[src/hdl/hpa_pkg.sv]
// Package: widths, pipeline geometry and shared types of the triangle perimeter/area block.
package hpa_pkg;

    localparam int CW       = 24;             // coordinate width, 8 fractional bits
    localparam int DW       = CW + 1;         // magnitude of a coordinate difference
    localparam int NW       = 2 * DW;         // squared distance
    localparam int SW       = DW;             // side length
    localparam int PSW      = SW + 2;         // sum of three sides
    localparam int QW       = 2 * PSW;        // root of the Heron product
    localparam int RW       = 4 * PSW;        // Heron product
    localparam int REMW     = QW + 2;         // square-root remainder
    localparam int SSTEPS   = SW;             // cells per side root
    localparam int ASTEPS   = QW;             // cells for the area root
    localparam int FRONT    = 3;              // diff, square, sum stages
    localparam int HERON    = 4;              // sums, two products, partials, wide add
    localparam int LAT      = FRONT + SSTEPS + HERON + ASTEPS;

    localparam int PERIM_W  = 27;
    localparam int AREA_W   = 48;
    localparam int PXW      = (PSW > PERIM_W) ? PSW : PERIM_W;
    localparam int AXW      = ((QW - 2) > AREA_W) ? (QW - 2) : AREA_W;

    localparam logic [PERIM_W-1:0] PERIM_MAX = '1;
    localparam logic [AREA_W-1:0]  AREA_MAX  = '1;

    // one digit-recurrence square-root step: radicand still to consume, remainder, root so far
    typedef struct packed {
        logic [RW-1:0]   rad;
        logic [REMW-1:0] rem;
        logic [QW-1:0]   root;
    } t_sq;

    typedef struct packed {
        logic [PERIM_W-1:0] perimeter;
        logic [AREA_W-1:0]  area;
        logic               degenerate;
    } t_res;

endpackage

[src/hdl/hpa_sqrt_cell.sv]
// One square-root cell: consume two radicand bits, yield one root bit.
module hpa_sqrt_cell (
    input  logic          i_clk,
    input  logic          i_en,
    input  hpa_pkg::t_sq  i_d,
    output hpa_pkg::t_sq  o_d
);

    logic [hpa_pkg::REMW-1:0] rem_sh;
    logic [hpa_pkg::REMW-1:0] trial;
    hpa_pkg::t_sq             n_d;
    hpa_pkg::t_sq             r_d;

    always_comb begin
        rem_sh   = {i_d.rem[hpa_pkg::QW-1:0], i_d.rad[hpa_pkg::RW-1 -: 2]};
        trial    = {i_d.root, 2'b01};
        n_d.rad  = {i_d.rad[hpa_pkg::RW-3:0], 2'b00};
        if (rem_sh >= trial) begin
            n_d.rem  = rem_sh - trial;
            n_d.root = {i_d.root[hpa_pkg::QW-2:0], 1'b1};
        end else begin
            n_d.rem  = rem_sh;
            n_d.root = {i_d.root[hpa_pkg::QW-2:0], 1'b0};
        end
    end

    // advance with the pipeline, hold on stall
    always_ff @(posedge i_clk) begin
        if (i_en) begin
            r_d <= n_d;
        end
    end

    assign o_d = r_d;

endmodule

[config.mk]
export PLATFORM = sky130hd
export DESIGN_NAME = hpa_sqrt_cell
export DESIGN_NICKNAME = d
export VERILOG_FILES = /design/src/hdl/hpa_pkg.sv /design/src/hdl/hpa_sqrt_cell.sv
export SDC_FILE = /design/constraint.sdc
export NUM_CORES = 1
export LEC_CHECK = 0
export BUFFER_PORTS_ARGS = -buffer_cell sky130_fd_sc_hd__buf_2
export CAP_MARGIN = 0
export CORE_AREA = 3 3 168 170
export CTS_BUF_LIST = sky130_fd_sc_hd__clkbuf_8
export DETAILED_ROUTE_END_ITERATION = 6
export DIE_AREA = 0 0 171 173
export PLACE_DENSITY_LB_ADDON = 0.3
export SYNTH_ARGS = -nofsm -noshare
export SYNTH_HDL_FRONTEND = slang
export SYNTH_SLANG_ARGS = --single-unit
[constraint.sdc]
create_clock -name i_clk -period 6.12 [get_ports i_clk]
set_clock_uncertainty 0.1 [all_clocks]
set_input_delay 0.306 -clock i_clk [delete_from_list [all_inputs] [get_ports i_clk]]
set_output_delay 0.306 -clock i_clk [all_outputs]
set_load 0.005 [all_outputs]
### Word level (Yosys, flattened, before mapping)

Cells that the tools add are included.

* register bits: 216
* bits in latches: 0
* RAM bits: 0
* bits in read-only memories: 0
* input port bits: 220
* output and inout bits: 218
* word-level logic and storage cells: 6
* memories: 0

* add/subtract/negate cells: 1
* multiply operators: 0
* divide/modulo/power cells: 0
* order comparisons: 1
* equality and inequality tests: 0
* shifts and indexed selects: 0
* multiplexer cells: 1
* bitwise logic cells: 0
* reduce and logical (&&, ||, !) cells: 0

Operator list (count)
* $mux W110: 1
* $ge A56 B56 Y1: 1
* $sub A56 B56 Y56: 1

### Longest topological paths before layout

* word-level depth: 2
* depth in mapped cells: 15

### Least setup slack after synthesis

OpenSTA, ideal clock, no wires.

* kind: in2reg
* start point: input port i_d[0] (netlist name)
* end point: register r_d, in the netlist o_d[100] (data pin)
* arrival: 2957 ps
* data required time: 5760 ps
* slack: 2803 ps
* stages: 14
* path buffers: 2
* cell sequence: inv_1 ha_1 nor2b_1 o2111ai_2 nand2_2 o31ai_4 o2111a_1 o21a_1 o221a_4 o41ai_1 a221o_1 buf_6 buf_6 mux2_4

RTL lines
* from (decl): line hpa_sqrt_cell.sv:5 `input hpa_pkg::t_sq i_d,`
* to (signal assigned): line hpa_sqrt_cell.sv:30 `r_d <= n_d;`
* to (decl): line hpa_sqrt_cell.sv:12 `hpa_pkg::t_sq r_d;`

==> flow_summary_export.csv <==
group,metric,value,unit
synthesis,synthXorXnorAreaFrac,0.04468,
power,ir_worst_vdd,0.1535,mV
finish,final_common_cell,"buf_2",
finish,largest_register_ffs,216,
detailed_routing,drcViolationCount,0,
detailed_routing,drt-total-wl,36940,um
detailed_routing,first_pass_iters,6,
floorplan,core-area,26880,um2
synthesis,yosys_warnings,0,
floorplan,placementRows,60,
placed_design,hpwl,25510,um
synthesis,ys_seq_area_frac,0.6017,
clock_tree,cts_hold_buf,213,
synthesis,yosys.area_share.adder,0.06500,
critical_path,crit_slowest_cell,"a221o_4",
global_routing,grt_first_pass_wirelength,55210,um
timing,hold_violations,0,
critical_path,endpoint_kind,"register",
finish,drive_above_1_share,0.3644,
detailed_routing,wl_per_cell,19.82,um
global_routing,grt_pass1_vias,9763,
global_routing,grt_use_total,0.2399,
synthesis,synth-simple-area-share,0.06395,
critical_path,cpMostUsedCell,"nand2_1",
global_routing,grt_max_degree,80,
timing,slew_viol_final,0,
synthesis,synthArstFlopShare,0,
timing,fmax,224.7,MHz
synthesis,yosys.area.top_type,"edfxtp_1",
global_routing,grt_antenna_before_repair,8,
detailed_routing,num_vias,9295,
clock_tree,cts_htree_levels,2,
timing,period_share,0.7271,
synthesis,synthMuxAreaShare,0.06674,
clock_tree,cts.repair.resized,0,
clock_tree,ctsLongestPathBuffers,3,
finish,areaGrowthSynthToFinish,49.38,%
detailed_routing,final_antenna_net_count,0,
finish,stdcell_area,16100,um2
hold_path,hold_depth,3,
clock_tree,clock_sinks,216,
power,powerDensity,249.7,nW/um2
synthesis,synth_cells,829,
run,maxCapViolCount,0,
floorplan,initial_utilization,0.4011,
outcome,status,"finished clean",
placed_design,dpl_cell_area,13260,um2
timing,finalSetupViolCount,0,
timing,min_period,4450,ps
clock_tree,clk_pin_slew,60,ps
synthesis,synth.top_cell.area_share,0.6017,
floorplan,fp.dieH,173,um
floorplan,ioPinCount,438,
finish,fill_cells,2144,
timing,slew-limit-headroom,0.3027,
synthesis,synth.distinct_cells,63,
critical_path,path_depth,13,
timing,rsz0062_at_grt,"false",
clock_tree,cts_made_buffers,39,
global_routing,grt-ovfl-total,0,
finish,instances_no_fill,1864,
placed_design,gp_congestion,0.8527,
detailed_routing,via_per_inst,4.987,
power,p_leak,7.176,nW
finish,layout_common_cells,"buf_2, edfxtp_1, dlygate4sd3_1",
critical_path,slowest_delay,910,ps
hold_path,hold_class,"input port to register",
critical_path,crit_family,"compound AO/OA/AOI/OAI gates",
timing,worst_pin_slew,1046,ps
detailed_routing,drtIter0Drc,573,
placed_design,port_buffers,433,
synthesis,netlist_area,10780,um2
critical_path,worst-path-buf-inv,2,
clock_tree,tritoncts,"done",
floorplan,die_w,171,um
synthesis,synth_area_per_cell,13.00,um2
synthesis,synth-seq-cells,216,
critical_path,critPathMaxFanout,57,
placed_design,dp_cells,1575,
synthesis,synth_compound_area_frac,0.1175,
critical_path,worst-setup-path-type,"input port to register",
synthesis,synth.area.top_cells,"edfxtp_1, ha_1, mux2_4, a21oi_1, mux2_2",
critical_path,crit_path_cell_trace,"dlygate4sd3_1 -> buf_2 -> ha_1 -> nand2_1 -> nor4_1 -> nand2_1 -> a21oi_1 -> o311ai_1 -> o21a_1 -> o221a_4 -> o41ai_1 -> a221o_4 -> mux2_2",
critical_path,arrival,4610,ps
synthesis,synth_top_family_by_area,"compound AO/OA/AOI/OAI gates",
timing,fin_setup_tns,0,ps
finish,nNetsFinal,1764,
synthesis,synth_edf_count,216,
clock_tree,ctsRootBufferMaster,"clkbuf_8",
critical_path,worstPathRequired,6280,ps
synthesis,synth_ff_type,"edfxtp_1",
critical_path,startpoint_type,"input port",
clock_tree,post-cts-setup-buffers,0,
floorplan,dieArea,29580,um2
==> Yosys cell counts (21+ instances only) <==
cell type / n
a21o_1: 25
a21oi_1: 64
clkbuf_1: 22
edfxtp_1: 216
ha_1: 56
inv_1: 72
mux2_2: 27
mux2_4: 27
nand2_1: 46
nor2_1: 37
o21ai_0: 41
xnor2_1: 34
xor2_1: 21
==> stage by stage <==
stage | setup slack, ps | total power (W) | hold slack [ps] | util
after floorplan | 2803 | 0.002303 | 304.9 | -
after global routing | 1410 | 0.004210 | 111.2 | 0.5992
after detailed placement | 1682 | 0.002664 | 384.1 | 0.4933
after CTS | 1691 | 0.004031 | 58.96 | 0.5985
final | 1670 | 0.004021 | 100.4 | 0.5992
after global placement | 1678 | 0.002652 | 382.9 | 0.4933
==> area by class of cell <==
type	count	area (um2)	share of cell area
flip-flops and latches	216	6486	0.4028
repair buffers	649	4332	0.2690
multi-input cells	510	3876	0.2407
clock buffers	39	536.8	0.03333
well taps	341	426.7	0.02649
inverters	72	270.3	0.01678
clock inverters	29	156.4	0.009712
diodes	8	20.02	0.001243
==> cells by family after synthesis <==
kind of cell             count (synthesis)
buffers and inverters                  104
XOR/XNOR                                55
other                                    1
flip-flops                             216
multiplexers                            55
AND/OR/NAND/NOR                        147
AO/OA/AOI/OAI                          195
adder cells (fa/ha/maj)                 56
==> path summary, 6_finish.rpt <==
kind | start | end | slack (ps)
max | i_d[73] | o_d[74]$_DFFE_PP_ | 1670
min | i_d[217] | o_d[55]$_DFFE_PP_ | 100
==> power breakdown <==
group	internal [W]	total (W)	switching [W]
registers	0.00180	0.00184	0.0000375
logic	0.000462	0.000924	0.000462
clock network	0.000641	0.00126	0.000617
==> metal layers <==
metal | part of all wire | track usage
met1 | 0.38 | 0.2693
met4 | 0.051 | 0.1120
met3 | 0.089 | 0.07727
met2 | 0.49 | 0.4117
met5 | 0 | 0
(Power assumes the default switching activity.)
