File: config.mk
export PLATFORM = sky130hd
export DESIGN_NAME = hpa_side
export DESIGN_NICKNAME = d
export VERILOG_FILES = /design/src/hdl/hpa_pkg.sv /design/src/hdl/hpa_side.sv
export SDC_FILE = /design/constraint.sdc
export NUM_CORES = 2
export LEC_CHECK = 0
export BUFFER_PORTS_ARGS = -buffer_cell sky130_fd_sc_hd__clkbuf_2
export CORE_MARGIN = 1.5
export CORE_UTILIZATION = 55
export DETAILED_ROUTE_END_ITERATION = 10
export PLACE_DENSITY_LB_ADDON = 0.25
export SYNTH_ARGS = -nofsm -noshare
export SYNTH_HDL_FRONTEND = slang
export SYNTH_SLANG_ARGS = --single-unit
File: constraint.sdc
create_clock -name i_clk -period 16 [get_ports i_clk]
set_input_delay 0 -clock i_clk [delete_from_list [all_inputs] [get_ports i_clk]]
set_output_delay 0 -clock i_clk [all_outputs]
set_load 0.005 [all_outputs]
File: src/hdl/hpa_pkg.sv
// Package: widths, pipeline geometry and shared types of the triangle perimeter/area block.
package hpa_pkg;

    localparam int CW       = 24;             // coordinate width, 8 fractional bits
    localparam int DW       = CW + 1;         // magnitude of a coordinate difference
    localparam int NW       = 2 * DW;         // squared distance
    localparam int SW       = DW;             // side length
    localparam int PSW      = SW + 2;         // sum of three sides
    localparam int QW       = 2 * PSW;        // root of the Heron product
    localparam int RW       = 4 * PSW;        // Heron product
    localparam int REMW     = QW + 2;         // square-root remainder
    localparam int SSTEPS   = SW;             // cells per side root
    localparam int ASTEPS   = QW;             // cells for the area root
    localparam int FRONT    = 3;              // diff, square, sum stages
    localparam int HERON    = 4;              // sums, two products, partials, wide add
    localparam int LAT      = FRONT + SSTEPS + HERON + ASTEPS;

    localparam int PERIM_W  = 27;
    localparam int AREA_W   = 48;
    localparam int PXW      = (PSW > PERIM_W) ? PSW : PERIM_W;
    localparam int AXW      = ((QW - 2) > AREA_W) ? (QW - 2) : AREA_W;

    localparam logic [PERIM_W-1:0] PERIM_MAX = '1;
    localparam logic [AREA_W-1:0]  AREA_MAX  = '1;

    // one digit-recurrence square-root step: radicand still to consume, remainder, root so far
    typedef struct packed {
        logic [RW-1:0]   rad;
        logic [REMW-1:0] rem;
        logic [QW-1:0]   root;
    } t_sq;

    typedef struct packed {
        logic [PERIM_W-1:0] perimeter;
        logic [AREA_W-1:0]  area;
        logic               degenerate;
    } t_res;

endpackage

File: src/hdl/hpa_side.sv
// Side front end: squared distance between two vertices over three stages.
module hpa_side (
    input  logic                          i_clk,
    input  logic                          i_en,
    input  logic signed [hpa_pkg::CW-1:0] i_x1,
    input  logic signed [hpa_pkg::CW-1:0] i_y1,
    input  logic signed [hpa_pkg::CW-1:0] i_x2,
    input  logic signed [hpa_pkg::CW-1:0] i_y2,
    output logic [hpa_pkg::NW-1:0]        o_n
);

    logic signed [hpa_pkg::CW:0] dx;
    logic signed [hpa_pkg::CW:0] dy;
    logic [hpa_pkg::DW-1:0]      n_mx;
    logic [hpa_pkg::DW-1:0]      n_my;
    logic [hpa_pkg::DW-1:0]      r_mx;
    logic [hpa_pkg::DW-1:0]      r_my;
    logic [hpa_pkg::NW-1:0]      r_sx;
    logic [hpa_pkg::NW-1:0]      r_sy;
    logic [hpa_pkg::NW-1:0]      r_n;

    always_comb begin
        dx   = (hpa_pkg::CW+1)'(i_x1) - (hpa_pkg::CW+1)'(i_x2);
        dy   = (hpa_pkg::CW+1)'(i_y1) - (hpa_pkg::CW+1)'(i_y2);
        n_mx = dx[hpa_pkg::CW] ? hpa_pkg::DW'(-dx) : hpa_pkg::DW'(dx);
        n_my = dy[hpa_pkg::CW] ? hpa_pkg::DW'(-dy) : hpa_pkg::DW'(dy);
    end

    always_ff @(posedge i_clk) begin
        if (i_en) begin
            r_mx <= n_mx;
            r_my <= n_my;
            r_sx <= hpa_pkg::NW'(r_mx) * hpa_pkg::NW'(r_mx);
            r_sy <= hpa_pkg::NW'(r_my) * hpa_pkg::NW'(r_my);
            r_n  <= r_sx + r_sy;
        end
    end

    assign o_n = r_n;

endmodule

# Word level (Yosys, flattened, before mapping)
# Index checks and enable logic that the tools add are counted.
dict set report word_totals {
  ff_bits 200
  in_bits 98
  out_inout_bits 50
  wordCells 16
}
dict set report op_classes {
  n_addsub 5
  mul 2
  mux 2
}
# cell n
set ops {}
lappend ops {{$mul A25 B25 Y50} 2}
lappend ops {{$add A50 B50 Y50} 1}
lappend ops {{$neg A25 Y25} 2}
lappend ops {{$sub A24 B24 Y25} 2}
lappend ops {{$mux W24} 2}

# Depth between registers and ports, before layout
dict set report logic_depth {
  word_depth 3
  mapped_depth 29
  ltp_nobuf 27
}

# Worst setup path before layout
# No wires, ideal clock.
dict set report synth_timing {
  path_kind {register to register}
  start {reg r_mx[3] (netlist name)}
  end {reg r_sx[37] (netlist name), data pin}
  setup_ns 0.264
  t_arrival_ns 7.193
  required_ns 15.736
  path_slack_ns 8.543
  path_stages_with_launch 29
  path_buffers 2
  synth_period_minus_slack_ns 7.457
  cell_sequence {edfxtp_1 clkbuf_1 clkbuf_1 nand2_1 fa_1 inv_1 fa_1 inv_1 fa_1 inv_1 fa_1 inv_1 fa_1 inv_1 fa_1 inv_1 fa_1 inv_1 ha_1 a21oi_1 nand2_1 a221oi_1 nand2_1 a31oi_1 o21ai_1 a221oi_1 o21ai_1 a221oi_1 xnor2_1}
}
dict set report synth_between {
  elab_chain_cells 1
}
# item line_no
set synth_rtl {}
lappend synth_rtl {{start, declared} hpa_side.sv:16} ;# logic [hpa_pkg::DW-1:0] r_mx;
lappend synth_rtl {{start signal, assigned} hpa_side.sv:31} ;# r_mx <= n_mx;
lappend synth_rtl {{$mul A25 B25 Y50} hpa_side.sv:33} ;# r_sx <= hpa_pkg::NW'(r_mx) * hpa_pkg::NW'(r_mx);
lappend synth_rtl {{end signal, assigned} hpa_side.sv:33}
lappend synth_rtl {{end, declared} hpa_side.sv:18} ;# logic [hpa_pkg::NW-1:0] r_sx;
# Every way passes these cells.
# A chain may end at the register's enable or synchronous reset.

# Worst setup path after layout
dict set report layout_timing {
  start {reg r_mx[2] (netlist name)}
  end {reg r_sx[37] (netlist name), data pin}
}
# The elaborated chain is that of the path after synthesis.

==> impl_metrics.toml <==
[timing]
setup_ws_ns = 6.999
fmax_mhz = 111.1
rsz0062_at_grt = "no"
setup_tns_ns = 0
setup_viol = 0
worst_slew_pin_slew_ns = 1.208
relSlewSlack_pct = 19.44
clock_skew_ns = 0.01469
period_share_pct = 56.26
hold_violations = 0
hold_ws_ns = 0.03815
min_period_ns = 9.001
slew_viol_final = 0

[setup_path]
start_kind = "flip-flop"
cp.required_ns = 16.24
cp_max_fo = 26
cp_data_arrival_time_ns = 9.24
worstSetupPathType = "flip-flop to flip-flop"
end_kind = "flip-flop"
cpPeakStageDelay_ns = 1.02
worst_path_max_delay_cell = "edfxtp_1"

[logic_synthesis]
ys_seq_elements = 198
ys.flop_type = "edfxtp_1"
synthXorXnorAreaFrac_pct = 4.261
ys_top_cells_by_count = "inv_1 (1428), fa_1 (934), ha_1 (472), nand2_1 (410), and2_1 (250)"
synth_fp_nets = 6598
ys_seq_area_share_pct = 12.47
synth_edf_count = 198
synth-compound-area-share_pct = 7.848
synth_cells = 5094
yosysMostFrequentCell = "inv_1"
async_reset_ff_share_pct = 0
synthMuxAreaShare_pct = 0.1758
synth_top_family_by_area = "adder cells"
avgSynthCellArea_sq_um = 9.361
yosysUniqueCellTypes = 87
yosysWarningCount = 0
syn_area_sq_mm = 0.04769
yosysTopAreaCell = "fa_1"
synth_simple_gate_area_share_pct = 11.11
synthTopCellsByArea = "fa_1 (39%), edfxtp_1 (12%), ha_1 (12%)"
synth-adder-area-share_pct = 51.59
synth_top_area_share_pct = 39.21

[grt]
grt_pass1_vias = 35297
grt_max_degree = 93
overflow = 0
grt_util_all_layers_pct = 24.56
grt_first_pass_wirelength_microns = 173400
grt_antenna_before_repair = 2

[clock_network]
path_clk_slew_ns = 0.08
cts.sink_count = 198
cts_root_buf = "clkbuf_16"
htreeDepth = 4
cts_setup_buffers = 0
clk_latency_ns = 0.50
cts_made_buffers = 17
cts_tree = "done"
clockBufferDepth = 2

[final_layout]
area_delta_synth_final_pct = 5.017
regArea_sq_mm = 0.005946
drive_gt1_share_pct = 4.756
multi_input_area_sq_mm = 0.03576
fill_cells = 7490
nets = 6642
diodes = 0

[route]
antenna_left = 0
post_drt_wl_per_cell_microns = 16.28
vias = 33168
drc = 0
totalWireLength_microns = 102500
drtIter0Drc = 1897
drtPass1Iterations = 5
vias_per_cell = 5.269

[floorplan]
dieArea_sq_mm = 0.08848
num_rows = 107
io_pins = 148
core_sq_mm = 0.08555
dieWidth_microns = 297.5
initial_core_util_pct = 55.74
die_y_microns = 297.5

[place]
place.gp.congestion = 0.9023
place_hpwl_microns = 85150
io_buffers = 147
pre_cts_ws_ns = 7.140

[hold_path]
worstHoldPathType = "input port to flip-flop"

[run]
drv_cap = 0

[run_status]
status = "finished, final reports clean"
[sequential cells by signal, summed over array words and instances (netlist names)]
register,flops
o_n,50
r_sy,49
r_sx,49
r_my,25
r_mx,25
[metrics by stage]
stage	cell area, sq um	util [%]	instances
3_5_place_dp	49500	57.86	6260
5_1_grt	50080	58.54	6295
3_3_place_gp	49500	57.86	6260
4_1_cts	50080	58.54	6295
2_1_floorplan	47690	-	5094
6_report	50080	58.54	6295
[per-layer routing]
layer	routed length (microns)	track usage (%)	vias to the layer above
li1	-	-	15602
met1	44670	33.68	16707
met4	2146	6.596	0
met2	50720	41.63	737
met5	0	0	-
met3	4940	2.651	122
[path summary, 6_finish.rpt]
kind                            cells after the start  startpoint  endpoint  slack [ns]
worst max-delay path                               26     r_mx[2]  r_sx[37]        7.00
worst min-delay path                                4     i_x1[0]   r_mx[0]        0.04
worst max register to register                     26     r_mx[2]  r_sx[37]        7.00
worst min register to register                      1     r_sy[0]    o_n[0]        0.54
[worst max-delay path: cells and delay by family (launching register included)]
family	cells	cell delay, ns
xor gates and xnor gates	1	0.11
buffers and inverters	7	0.38
AOI/OAI and AO/OA	7	2.65
DFF	1	1.02
and+or+nand+nor	3	0.60
adders and majority gates	8	3.97
[repair_timing]
| action | 4_1_cts | 5_1_grt |
|---|---|---|
| gates resized for setup | 0 | 0 |
| endpoints found under the setup margin | 0 | 0 |
| endpoints found under the hold margin | 2 | 0 |
| hold buffers | 3 | 0 |
[area by class of cell]
type,count,area share (%)
clock buffers,20,0.8720
multi-input cells,3309,71.40
flip-flops and latches,198,11.87
well taps,1144,2.858
repair buffers,184,2.056
clock inverters,12,0.2349
inverters,1428,10.70
[placed cells by master, fill, tap and decap left out, types with 41 or more instances in the layout]
cell type | Yosys | final
fa_1 | 934 | 934
edfxtp_1 | 198 | 198
o21ai_0 | 105 | 105
clkbuf_2 | 1 | 146
nand2_1 | 410 | 410
a21oi_1 | 164 | 164
inv_1 | 1428 | 1428
nor2_1 | 183 | 183
and2_1 | 250 | 250
nor3_1 | 41 | 41
xor2_1 | 83 | 83
nand3_1 | 44 | 44
xnor2_1 | 149 | 149
ha_1 | 472 | 472
a21o_1 | 82 | 82
[cell families after synthesis]
family / Yosys count
AOI/OAI and AO/OA: 575
xor gates and xnor gates: 232
muxes: 8
adders and majority gates: 1406
DFF: 198
and+or+nand+nor: 1088
buffers and inverters: 1587
Power is not shown: default switching activity piles up to over one toggle a cycle in this logic, so the estimate is an artifact.
